### src/design/sme_pkg.sv
// ---------------------------------------------------------------------------
// Stack machine executor package
// Opcodes, result kinds and the command and status types shared by the
// controller and the datapath.
// ---------------------------------------------------------------------------
`default_nettype none

package sme_pkg;

  localparam int DATA_W          = 32;
  localparam int OPC_W           = 4;
  localparam int KIND_W          = 4;
  localparam int IDX_W           = 3;
  localparam int MAX_DUMP        = 8;
  localparam int STACK_DEPTH_DEF = 8;

  localparam logic [DATA_W-1:0] PASS_KEY_RESET = 32'h0003_1337;

  localparam logic [OPC_W-1:0] OP_PUSH  = 4'd0;
  localparam logic [OPC_W-1:0] OP_POP   = 4'd1;
  localparam logic [OPC_W-1:0] OP_ADD   = 4'd2;
  localparam logic [OPC_W-1:0] OP_SUB   = 4'd3;
  localparam logic [OPC_W-1:0] OP_DIV   = 4'd4;
  localparam logic [OPC_W-1:0] OP_MUL   = 4'd5;
  localparam logic [OPC_W-1:0] OP_ENTER = 4'd6;
  localparam logic [OPC_W-1:0] OP_TEST  = 4'd7;
  localparam logic [OPC_W-1:0] OP_PRINT = 4'd8;
  localparam logic [OPC_W-1:0] OP_DUMP  = 4'd9;
  localparam logic [OPC_W-1:0] OP_EXIT  = 4'd10;

  localparam logic [KIND_W-1:0] K_POPPED  = 4'd0;
  localparam logic [KIND_W-1:0] K_PRINT   = 4'd1;
  localparam logic [KIND_W-1:0] K_DUMP    = 4'd2;
  localparam logic [KIND_W-1:0] K_PASS    = 4'd3;
  localparam logic [KIND_W-1:0] K_FAIL    = 4'd4;
  localparam logic [KIND_W-1:0] K_FULL    = 4'd5;
  localparam logic [KIND_W-1:0] K_EMPTY   = 4'd6;
  localparam logic [KIND_W-1:0] K_DIVZERO = 4'd7;
  localparam logic [KIND_W-1:0] K_EXIT    = 4'd8;
  localparam logic [KIND_W-1:0] K_HALTED  = 4'd9;

  typedef enum logic {WR_OPERAND, WR_RESULT} wr_sel_t;
  typedef enum logic {VAL_ZERO, VAL_READ} val_sel_t;
  typedef enum logic [1:0] {RES_ADD, RES_SUB, RES_MUL, RES_DIV} res_sel_t;

  typedef struct packed {
    logic              wr_en;
    wr_sel_t           wr_sel;
    logic              load_a;
    logic              load_b;
    logic              load_res;
    res_sel_t          res_sel;
    logic              div_start;
    logic              emit;
    logic [KIND_W-1:0] kind;
    logic              last;
    val_sel_t          val_sel;
  } cmd_t;

  typedef struct packed {
    logic key_match;
    logic b_zero;
    logic div_done;
  } status_t;

endpackage

`default_nettype wire

### src/design/stack_machine_executor.sv
// ---------------------------------------------------------------------------
// Stack machine executor
// Runs one instruction per accepted word on a stack of signed 32-bit words
// and reports popped, printed, dumped and status words on the result port.
//
//   Channel   Signals                                    Transfer
//   command   start, busy, opcode, operand_value         start & !busy
//   config    cfg_valid, cfg_ready, cfg_data             cfg_valid & cfg_ready
//   result    result_strobe, result_kind, entry_index,   result_strobe
//             entry_value, last_result
//
// Push, enter, exit, halted and ignored opcodes finish from idle; pop, test
// and print read the top; add, sub and mul read, compute and write back;
// a dump streams its words; divide uses the radix-2 divider, one bit a cycle.
// Each result word is held for one cycle; the receiver cannot stall it.
// Reset clears the stack depth, the halt flag and the key to its default.
// ---------------------------------------------------------------------------
`default_nettype none

module stack_machine_executor
  import sme_pkg::*;
#(
  parameter int STACK_DEPTH = STACK_DEPTH_DEF
) (
  input  wire logic                     clk,
  input  wire logic                     rst,
  input  wire logic                     start,
  output logic                          busy,
  input  wire logic [OPC_W-1:0]         opcode,
  input  wire logic signed [DATA_W-1:0] operand_value,
  input  wire logic                     cfg_valid,
  output logic                          cfg_ready,
  input  wire logic signed [DATA_W-1:0] cfg_data,
  output logic                          result_strobe,
  output logic      [KIND_W-1:0]        result_kind,
  output logic      [IDX_W-1:0]         entry_index,
  output logic signed [DATA_W-1:0]      entry_value,
  output logic                          last_result
);

  localparam int AW = (STACK_DEPTH > 1) ? $clog2(STACK_DEPTH) : 1;

  cmd_t             cmd;
  status_t          stat;
  logic [AW-1:0]    wr_addr;
  logic [AW-1:0]    rd_addr;
  logic [IDX_W-1:0] out_index;

  assign cfg_ready = 1'b1;

  sme_ctrl #(
    .STACK_DEPTH (STACK_DEPTH)
  ) u_ctrl (
    .clk       (clk),
    .rst       (rst),
    .start     (start),
    .opcode    (opcode),
    .busy      (busy),
    .cmd       (cmd),
    .stat      (stat),
    .wr_addr   (wr_addr),
    .rd_addr   (rd_addr),
    .out_index (out_index)
  );

  sme_datapath #(
    .STACK_DEPTH (STACK_DEPTH)
  ) u_dp (
    .clk           (clk),
    .rst           (rst),
    .cfg_valid     (cfg_valid),
    .cfg_data      (cfg_data),
    .operand_value (operand_value),
    .cmd           (cmd),
    .stat          (stat),
    .wr_addr       (wr_addr),
    .rd_addr       (rd_addr),
    .out_index     (out_index),
    .result_strobe (result_strobe),
    .result_kind   (result_kind),
    .entry_index   (entry_index),
    .entry_value   (entry_value),
    .last_result   (last_result)
  );

endmodule

`default_nettype wire

### src/design/sme_ram.sv
// ---------------------------------------------------------------------------
// Generic RAM
// One write port and one read port with registered read data.
// ---------------------------------------------------------------------------
`default_nettype none

module sme_ram #(
  parameter int WIDTH = 32,
  parameter int DEPTH = 8
) (
  input  wire logic                                     clk,
  input  wire logic                                     we,
  input  wire logic [((DEPTH > 1) ? $clog2(DEPTH) : 1)-1:0] wr_addr,
  input  wire logic [WIDTH-1:0]                         wr_data,
  input  wire logic [((DEPTH > 1) ? $clog2(DEPTH) : 1)-1:0] rd_addr,
  output logic      [WIDTH-1:0]                         rd_data
);

  logic [WIDTH-1:0] mem [DEPTH];

  always_ff @(posedge clk) begin
    if (we) begin
      mem[wr_addr] <= wr_data;
    end
    rd_data <= mem[rd_addr];
  end

endmodule

`default_nettype wire

### src/design/sme_div.sv
// ---------------------------------------------------------------------------
// Stack machine executor divider
// Signed 32-bit division truncating toward zero, one quotient bit a cycle.
// ---------------------------------------------------------------------------
`default_nettype none

module sme_div
  import sme_pkg::*;
(
  input  wire logic              clk,
  input  wire logic              rst,
  input  wire logic              start,
  input  wire logic [DATA_W-1:0] dividend,
  input  wire logic [DATA_W-1:0] divisor,
  output logic                   done,
  output logic      [DATA_W-1:0] quotient
);

  localparam int CNT_W = $clog2(DATA_W);

  logic              run;
  logic [CNT_W-1:0]  cnt;
  logic [DATA_W:0]   rem;
  logic [DATA_W-1:0] quo;
  logic [DATA_W-1:0] mag_b;
  logic              neg;
  logic [DATA_W:0]   shifted;
  logic              ge;

  assign shifted  = {rem[DATA_W-1:0], quo[DATA_W-1]};
  assign ge       = shifted >= {1'b0, mag_b};
  assign quotient = neg ? (DATA_W'(0) - quo) : quo;

  always_ff @(posedge clk) begin
    if (rst) begin
      run  <= 1'b0;
      done <= 1'b0;
    end else begin
      done <= 1'b0;
      if (start) begin
        run <= 1'b1;
        cnt <= CNT_W'(DATA_W - 1);
        rem <= '0;
        quo <= dividend[DATA_W-1] ? (DATA_W'(0) - dividend) : dividend;
        mag_b <= divisor[DATA_W-1] ? (DATA_W'(0) - divisor) : divisor;
        neg <= dividend[DATA_W-1] ^ divisor[DATA_W-1];
      end else if (run) begin
        rem <= ge ? (shifted - {1'b0, mag_b}) : shifted;
        quo <= {quo[DATA_W-2:0], ge};
        cnt <= cnt - CNT_W'(1);
        if (cnt == '0) begin
          run  <= 1'b0;
          done <= 1'b1;
        end
      end
    end
  end

endmodule

`default_nettype wire

### src/design/sme_datapath.sv
// ---------------------------------------------------------------------------
// Stack machine executor datapath
// Stack memory, operand and result registers, divider, key register and
// the registered result port.
// ---------------------------------------------------------------------------
`default_nettype none

module sme_datapath
  import sme_pkg::*;
#(
  parameter int STACK_DEPTH = STACK_DEPTH_DEF
) (
  input  wire logic                      clk,
  input  wire logic                      rst,
  input  wire logic                      cfg_valid,
  input  wire logic signed [DATA_W-1:0]  cfg_data,
  input  wire logic signed [DATA_W-1:0]  operand_value,
  input  wire cmd_t                      cmd,
  output status_t                        stat,
  input  wire logic [((STACK_DEPTH > 1) ? $clog2(STACK_DEPTH) : 1)-1:0] wr_addr,
  input  wire logic [((STACK_DEPTH > 1) ? $clog2(STACK_DEPTH) : 1)-1:0] rd_addr,
  input  wire logic [IDX_W-1:0]          out_index,
  output logic                           result_strobe,
  output logic      [KIND_W-1:0]         result_kind,
  output logic      [IDX_W-1:0]          entry_index,
  output logic signed [DATA_W-1:0]       entry_value,
  output logic                           last_result
);

  logic [DATA_W-1:0] pass_key;
  logic [DATA_W-1:0] a_reg;
  logic [DATA_W-1:0] b_reg;
  logic [DATA_W-1:0] res;
  logic [DATA_W-1:0] res_next;
  logic [DATA_W-1:0] prod;
  logic [DATA_W-1:0] rd_data;
  logic [DATA_W-1:0] wr_data;
  logic [DATA_W-1:0] div_q;
  logic              div_done;

  sme_ram #(
    .WIDTH (DATA_W),
    .DEPTH (STACK_DEPTH)
  ) u_stack (
    .clk     (clk),
    .we      (cmd.wr_en),
    .wr_addr (wr_addr),
    .wr_data (wr_data),
    .rd_addr (rd_addr),
    .rd_data (rd_data)
  );

  sme_div u_div (
    .clk      (clk),
    .rst      (rst),
    .start    (cmd.div_start),
    .dividend (a_reg),
    .divisor  (b_reg),
    .done     (div_done),
    .quotient (div_q)
  );

  assign wr_data = (cmd.wr_sel == WR_OPERAND) ? $unsigned(operand_value) : res;
  assign prod    = a_reg * b_reg;

  assign stat.key_match = rd_data == pass_key;
  assign stat.b_zero    = rd_data == '0;
  assign stat.div_done  = div_done;

  always_comb begin
    case (cmd.res_sel)
      RES_ADD: res_next = a_reg + b_reg;
      RES_SUB: res_next = a_reg - b_reg;
      RES_MUL: res_next = prod;
      RES_DIV: res_next = div_q;
      default: res_next = '0;
    endcase
  end

  always_ff @(posedge clk) begin
    if (rst) begin
      pass_key      <= PASS_KEY_RESET;
      result_strobe <= 1'b0;
    end else begin
      if (cfg_valid) begin
        pass_key <= $unsigned(cfg_data);
      end
      result_strobe <= cmd.emit;
    end
    if (cmd.load_a) begin
      a_reg <= rd_data;
    end
    if (cmd.load_b) begin
      b_reg <= rd_data;
    end
    if (cmd.load_res) begin
      res <= res_next;
    end
    if (cmd.emit) begin
      result_kind <= cmd.kind;
      entry_index <= out_index;
      entry_value <= (cmd.val_sel == VAL_READ) ? $signed(rd_data) : '0;
      last_result <= cmd.last;
    end
  end

endmodule

`default_nettype wire

### src/design/sme_ctrl.sv
// ---------------------------------------------------------------------------
// Stack machine executor controller
// Decodes each instruction, keeps the stack depth and halt flag, generates
// memory addresses and sequences the datapath.
// ---------------------------------------------------------------------------
`default_nettype none

module sme_ctrl
  import sme_pkg::*;
#(
  parameter int STACK_DEPTH = STACK_DEPTH_DEF
) (
  input  wire logic              clk,
  input  wire logic              rst,
  input  wire logic              start,
  input  wire logic [OPC_W-1:0]  opcode,
  output logic                   busy,
  output cmd_t                   cmd,
  input  wire status_t           stat,
  output logic [((STACK_DEPTH > 1) ? $clog2(STACK_DEPTH) : 1)-1:0] wr_addr,
  output logic [((STACK_DEPTH > 1) ? $clog2(STACK_DEPTH) : 1)-1:0] rd_addr,
  output logic [IDX_W-1:0]       out_index
);

  localparam int AW = (STACK_DEPTH > 1) ? $clog2(STACK_DEPTH) : 1;
  localparam int CW = $clog2(STACK_DEPTH + 1);

  typedef enum logic [2:0] {
    S_IDLE, S_READ_A, S_READ_B, S_EXEC, S_DIV, S_WRITE, S_DUMP
  } state_t;

  state_t           state, state_next;
  logic [CW-1:0]    count, count_next;
  logic             halted, halted_next;
  logic [OPC_W-1:0] op, op_next;
  logic [AW-1:0]    ptr, ptr_next;
  logic [3:0]       left, left_next;

  logic [CW-1:0]    cnt_m1;
  logic [CW-1:0]    cnt_m2;
  logic [AW-1:0]    top_addr;
  logic [AW-1:0]    nxt_addr;
  logic [AW+2:0]    top_ext;
  logic [AW+2:0]    ptr_ext;
  logic [CW+3:0]    cnt_ext;
  logic [3:0]       left_init;
  logic             full;

  assign cnt_m1    = count - CW'(1);
  assign cnt_m2    = count - CW'(2);
  assign top_addr  = cnt_m1[AW-1:0];
  assign nxt_addr  = cnt_m2[AW-1:0];
  assign top_ext   = {3'b000, top_addr};
  assign ptr_ext   = {3'b000, ptr};
  assign cnt_ext   = {4'b0000, count};
  assign left_init = (cnt_ext >= (CW + 4)'(MAX_DUMP)) ? 4'(MAX_DUMP) : cnt_ext[3:0];
  assign full      = count == CW'(STACK_DEPTH);
  assign busy      = state != S_IDLE;

  always_comb begin
    state_next  = state;
    count_next  = count;
    halted_next = halted;
    op_next     = op;
    ptr_next    = ptr;
    left_next   = left;
    cmd         = '0;
    rd_addr     = top_addr;
    wr_addr     = top_addr;
    out_index   = '0;
    case (state)
      S_IDLE: begin
        if (start) begin
          op_next = opcode;
          if (halted) begin
            cmd.emit = 1'b1;
            cmd.kind = K_HALTED;
            cmd.last = 1'b1;
          end else begin
            case (opcode)
              OP_PUSH, OP_ENTER: begin
                if (full) begin
                  cmd.emit = 1'b1;
                  cmd.kind = K_FULL;
                  cmd.last = 1'b1;
                end else begin
                  cmd.wr_en  = 1'b1;
                  cmd.wr_sel = WR_OPERAND;
                  wr_addr    = count[AW-1:0];
                  count_next = count + CW'(1);
                end
              end
              OP_POP, OP_TEST, OP_PRINT: begin
                if (count == '0) begin
                  cmd.emit = 1'b1;
                  cmd.kind = K_EMPTY;
                  cmd.last = 1'b1;
                end else begin
                  state_next = S_READ_A;
                end
              end
              OP_ADD, OP_SUB, OP_DIV, OP_MUL: begin
                if (count < CW'(2)) begin
                  cmd.emit = 1'b1;
                  cmd.kind = K_EMPTY;
                  cmd.last = 1'b1;
                end else begin
                  state_next = S_READ_A;
                end
              end
              OP_DUMP: begin
                if (count != '0) begin
                  ptr_next   = top_addr;
                  left_next  = left_init;
                  state_next = S_DUMP;
                end
              end
              OP_EXIT: begin
                halted_next = 1'b1;
                cmd.emit    = 1'b1;
                cmd.kind    = K_EXIT;
                cmd.last    = 1'b1;
              end
              default: begin
              end
            endcase
          end
        end
      end
      S_READ_A: begin
        case (op)
          OP_POP, OP_TEST, OP_PRINT: begin
            cmd.emit    = 1'b1;
            cmd.last    = 1'b1;
            cmd.val_sel = VAL_READ;
            out_index   = top_ext[2:0];
            state_next  = S_IDLE;
            if (op == OP_PRINT) begin
              cmd.kind = K_PRINT;
            end else begin
              count_next = cnt_m1;
              if (op == OP_TEST) begin
                cmd.kind = stat.key_match ? K_PASS : K_FAIL;
              end else begin
                cmd.kind = K_POPPED;
              end
            end
          end
          default: begin
            cmd.load_a = 1'b1;
            rd_addr    = nxt_addr;
            state_next = S_READ_B;
          end
        endcase
      end
      S_READ_B: begin
        cmd.load_b = 1'b1;
        if (op == OP_DIV && stat.b_zero) begin
          cmd.emit   = 1'b1;
          cmd.kind   = K_DIVZERO;
          cmd.last   = 1'b1;
          state_next = S_IDLE;
        end else begin
          state_next = S_EXEC;
        end
      end
      S_EXEC: begin
        case (op)
          OP_DIV: begin
            cmd.div_start = 1'b1;
            state_next    = S_DIV;
          end
          OP_SUB: begin
            cmd.load_res = 1'b1;
            cmd.res_sel  = RES_SUB;
            state_next   = S_WRITE;
          end
          OP_MUL: begin
            cmd.load_res = 1'b1;
            cmd.res_sel  = RES_MUL;
            state_next   = S_WRITE;
          end
          default: begin
            cmd.load_res = 1'b1;
            cmd.res_sel  = RES_ADD;
            state_next   = S_WRITE;
          end
        endcase
      end
      S_DIV: begin
        if (stat.div_done) begin
          cmd.load_res = 1'b1;
          cmd.res_sel  = RES_DIV;
          state_next   = S_WRITE;
        end
      end
      S_WRITE: begin
        cmd.wr_en  = 1'b1;
        cmd.wr_sel = WR_RESULT;
        wr_addr    = nxt_addr;
        count_next = cnt_m1;
        state_next = S_IDLE;
      end
      S_DUMP: begin
        cmd.emit    = 1'b1;
        cmd.kind    = K_DUMP;
        cmd.val_sel = VAL_READ;
        cmd.last    = left == 4'd1;
        out_index   = ptr_ext[2:0];
        rd_addr     = ptr - AW'(1);
        if (left == 4'd1) begin
          state_next = S_IDLE;
        end else begin
          ptr_next  = ptr - AW'(1);
          left_next = left - 4'd1;
        end
      end
      default: begin
        state_next = S_IDLE;
      end
    endcase
  end

  always_ff @(posedge clk) begin
    if (rst) begin
      state  <= S_IDLE;
      count  <= '0;
      halted <= 1'b0;
    end else begin
      state  <= state_next;
      count  <= count_next;
      halted <= halted_next;
    end
    op   <= op_next;
    ptr  <= ptr_next;
    left <= left_next;
  end

endmodule

`default_nettype wire

### config.mk
export PLATFORM = sky130hd
export DESIGN_NAME = stack_machine_executor
export DESIGN_NICKNAME = d
export VERILOG_FILES = /design/src/design/sme_pkg.sv /design/src/design/stack_machine_executor.sv /design/src/design/sme_ram.sv /design/src/design/sme_div.sv /design/src/design/sme_datapath.sv /design/src/design/sme_ctrl.sv
export SDC_FILE = /design/constraint.sdc
export NUM_CORES = 2
export LEC_CHECK = 0
export BUFFER_PORTS_ARGS = -buffer_cell sky130_fd_sc_hd__buf_2
export CORE_ASPECT_RATIO = 1.4
export CORE_UTILIZATION = 58
export DETAILED_ROUTE_END_ITERATION = 7
export HOLD_SLACK_MARGIN = 0.03
export PLACE_DENSITY = 0.89
export SLEW_MARGIN = 20
export SYNTH_ARGS = -nofsm -noshare
export SYNTH_HDL_FRONTEND = slang
export SYNTH_HIERARCHICAL = 1
export SYNTH_SLANG_ARGS = --single-unit
### constraint.sdc
create_clock -name clk -period 7.65 [get_ports clk]
set_clock_uncertainty 0.2 [all_clocks]
set_input_delay 1.53 -clock clk [delete_from_list [all_inputs] [get_ports clk]]
set_output_delay 1.53 -clock clk [all_outputs]
set_load 0.005 [all_outputs]
==> impl_metrics.yaml <==
run_status:
  status: "finished, final reports clean"
power:
  ir_worst_vdd_v: 0.000542
  p_int_uw: 10000
  pwr-share-seq: 0.213
  power.switching_uw: 7930
  pwr-share-clk: 0.160
  power_density_nw_per_um2: 356
  netSwitchingFraction: 0.442
  power_frac_comb: 0.627
  power_leakage_uw: 0.0209
clocking:
  h-tree-depth: 2
  root_buffer: "clkbuf_16"
  cts_sinks: 580
  clk_latency_ns: 0.68
  clk_transition_reported_paths_ns: 0.07
  cts_tree: "done"
  cts-buffers-inserted: 54
  cts_max_path_buffers: 3
setup_path:
  path_max_fanout: 15
  slowest_stage: "fa_1"
  rr_worst_depth: 25
  end_kind: "flop"
  crit_required_ns: 7.84
  crit_path_frequent_cell: "fa_1"
  worst_setup_path_start_kind: "flop"
  path_depth: 25
  crit_family: "adder cells"
  path_class: "flop to flop"
  cp_slowest_stage_delay_ns: 0.56
  cp.arrival_ns: 7.82
  crit_buf_inv: 6
final_layout:
  final_nets: 4989
  regMostFlops: "u_dp/u_stack/mem"
  final_cells: 5409
  drive_gt1_frac: 0.144
  final_common_cell: "inv_1"
  syn_to_final_growth_pct: 10.9
  largest_reg_flops: 256
  nFillCells: 5247
  final_cell_mix: "inv_1 (513), edfxtp_1 (505), fa_1 (396)"
timing:
  whs_ns: 0.296
  finalHoldViolations: 0
  max_freq_mhz: 131
  finalCritPeriodShare: 0.998
  finalSetupTns_ns: 0
  finalSetupViolations: 0
  slew_headroom: 0.227
  worst_pin_slew_ns: 1.16
  period_minus_slack_ns: 7.63
  slew_violations: 0
hold_path:
  hp-class: "flop to flop"
  whs_path_depth: 1
yosys:
  synth_top_area_share: 0.334
  synth_top_area_cell: "edfxtp_1"
  synth_cell_types: 99
  yosysWarningCount: 6
  ys_ff_latch: 580
  synth_cells: 4147
  ys.flop_type: "edfxtp_1"
  ys_seq_area_frac: 0.367
  synth-async-reset-ratio: 0
  synth_edf_count: 505
  synthesis.area_um2: 45400
  synthTopCellsByArea: "edfxtp_1 (33%), fa_1 (18%), ha_1 (5.5%)"
  syn-num-nets: 4830
  avgSynthCellArea_um2: 10.9
grt:
  antenna_found_initial: 13
  grt_usage: 0.338
  grt_pass1_wl_mm: 204
  grt_pass1_vias: 35900
  grt-ovfl-total: 0
  grt_max_degree: 65
route:
  drc_errors: 0
  vias: 34800
  wl_per_cell_um: 25.2
  viasPerCell: 6.43
  first_pass_iters: 6
  drt-initial-drc-count: 3638
  wl_mm: 136
  antenna_left: 0
die:
  die_h_um: 333
  rows: 121
  num_io_pins: 115
  die_w_um: 238
  initial_core_util: 0.584
  coreArea_um2: 77700
  dieArea_um2: 79400
flow_run:
  cap_violations: 0
placement:
  io_buffer_count: 113
  hpwl_mm: 95.3
  routabilityCongestion: 1.01
  dpl.cell_count: 5263
power groups by stage:
stage          combinational, µW  clock (µW)  sequential, µW
2_1_floorplan               6770           0            3700
3_3_place_gp                9410           0            3850
3_5_place_dp                9570           0            3860
4_1_cts                     9790        2880            3790
5_1_grt                    12200        2990            3800
6_report                   11300        2870            3820
final timing paths:
check | from | end | slack, ns
max | u_dp/b_reg[5]$_DFFE_PP_ | u_dp/res[26]$_DFFE_PP_ | 0.02
min | u_dp/u_div/run$_SDFF_PP0_ | u_dp/u_div/done$_SDFF_PP0_ | 0.30
max reg2reg | u_dp/b_reg[5]$_DFFE_PP_ | u_dp/res[26]$_DFFE_PP_ | 0.02
min reg2reg | u_dp/u_div/run$_SDFF_PP0_ | u_dp/u_div/done$_SDFF_PP0_ | 0.30
final cells by class:
cell class | instances | area, µm² | area share
flip-flops and latches | 580 | 16700 | 0.331
clock buffers | 59 | 1380 | 0.0274
multi-input cells | 2824 | 26300 | 0.522
clock inverters | 43 | 483 | 0.00959
repair buffers | 316 | 2200 | 0.0437
well taps | 1045 | 1310 | 0.0260
diodes | 12 | 30.0 | 0.000596
inverters | 530 | 1990 | 0.0395
through the flow:
| stage | utilization | setup WS (ns) | cell area (µm²) | power (µW) |
|---|---|---|---|---|
| 2_1_floorplan | - | 0.136 | 45400 | 10500 |
| 3_3_place_gp | 0.616 | 0.137 | 47800 | 13300 |
| 3_5_place_dp | 0.616 | -0.00727 | 47800 | 13400 |
| 4_1_cts | 0.640 | 0.00117 | 49700 | 16500 |
| 5_1_grt | 0.648 | -0.154 | 50300 | 19000 |
| 6_report | 0.648 | 0.0186 | 50300 | 17900 |
synthesized netlist by cell type, types with 26 or more instances:
cell and number:
inv_1 529, nand2_1 370, o21ai_0 133, fa_1 410, nor4_1 26, dfxtp_1 75
a21o_1 52, o31ai_1 40, xnor2_1 165, ha_1 201, mux4_1 40, xor2_1 120
edfxtp_1 505, nor3_1 41, nand3_1 47, nor2_1 177, clkbuf_1 173, and2_1 348
mux2_2 66, a21oi_1 155, mux2i_1 38
logic make-up (layout without fill, tap and decap cells):
kind of cell               after synthesis  after routing  synth area share
xor gates and xnor gates               286            286            0.0554
DFF                                    580            580             0.367
muxes                                  168            168            0.0598
AOI/OAI and AO/OA                      573            573            0.0827
buffers and inverters                  743            948            0.0637
adders and majority gates              611            611             0.236
and+or+nand+nor                       1185           1185             0.135
other                                    1             13         0.0000826
per-layer routing:
metal	track usage	wire, µm	up-vias
li1	-	-	14300
met1	0.371	42900	16900
met2	0.569	66200	2603
met3	0.0786	14400	887
met4	0.255	12800	12
met5	0	86	-
repair_timing:
action / CTS / global route
hold buffers: 0 / 0
endpoints found under the setup margin: 4 / 14
pin swaps: 0 / 84
resized for setup: 2 / 90
cloned: 0 / 2
buffers inserted: 1 / 28
Power figures use the tool's default switching activity.
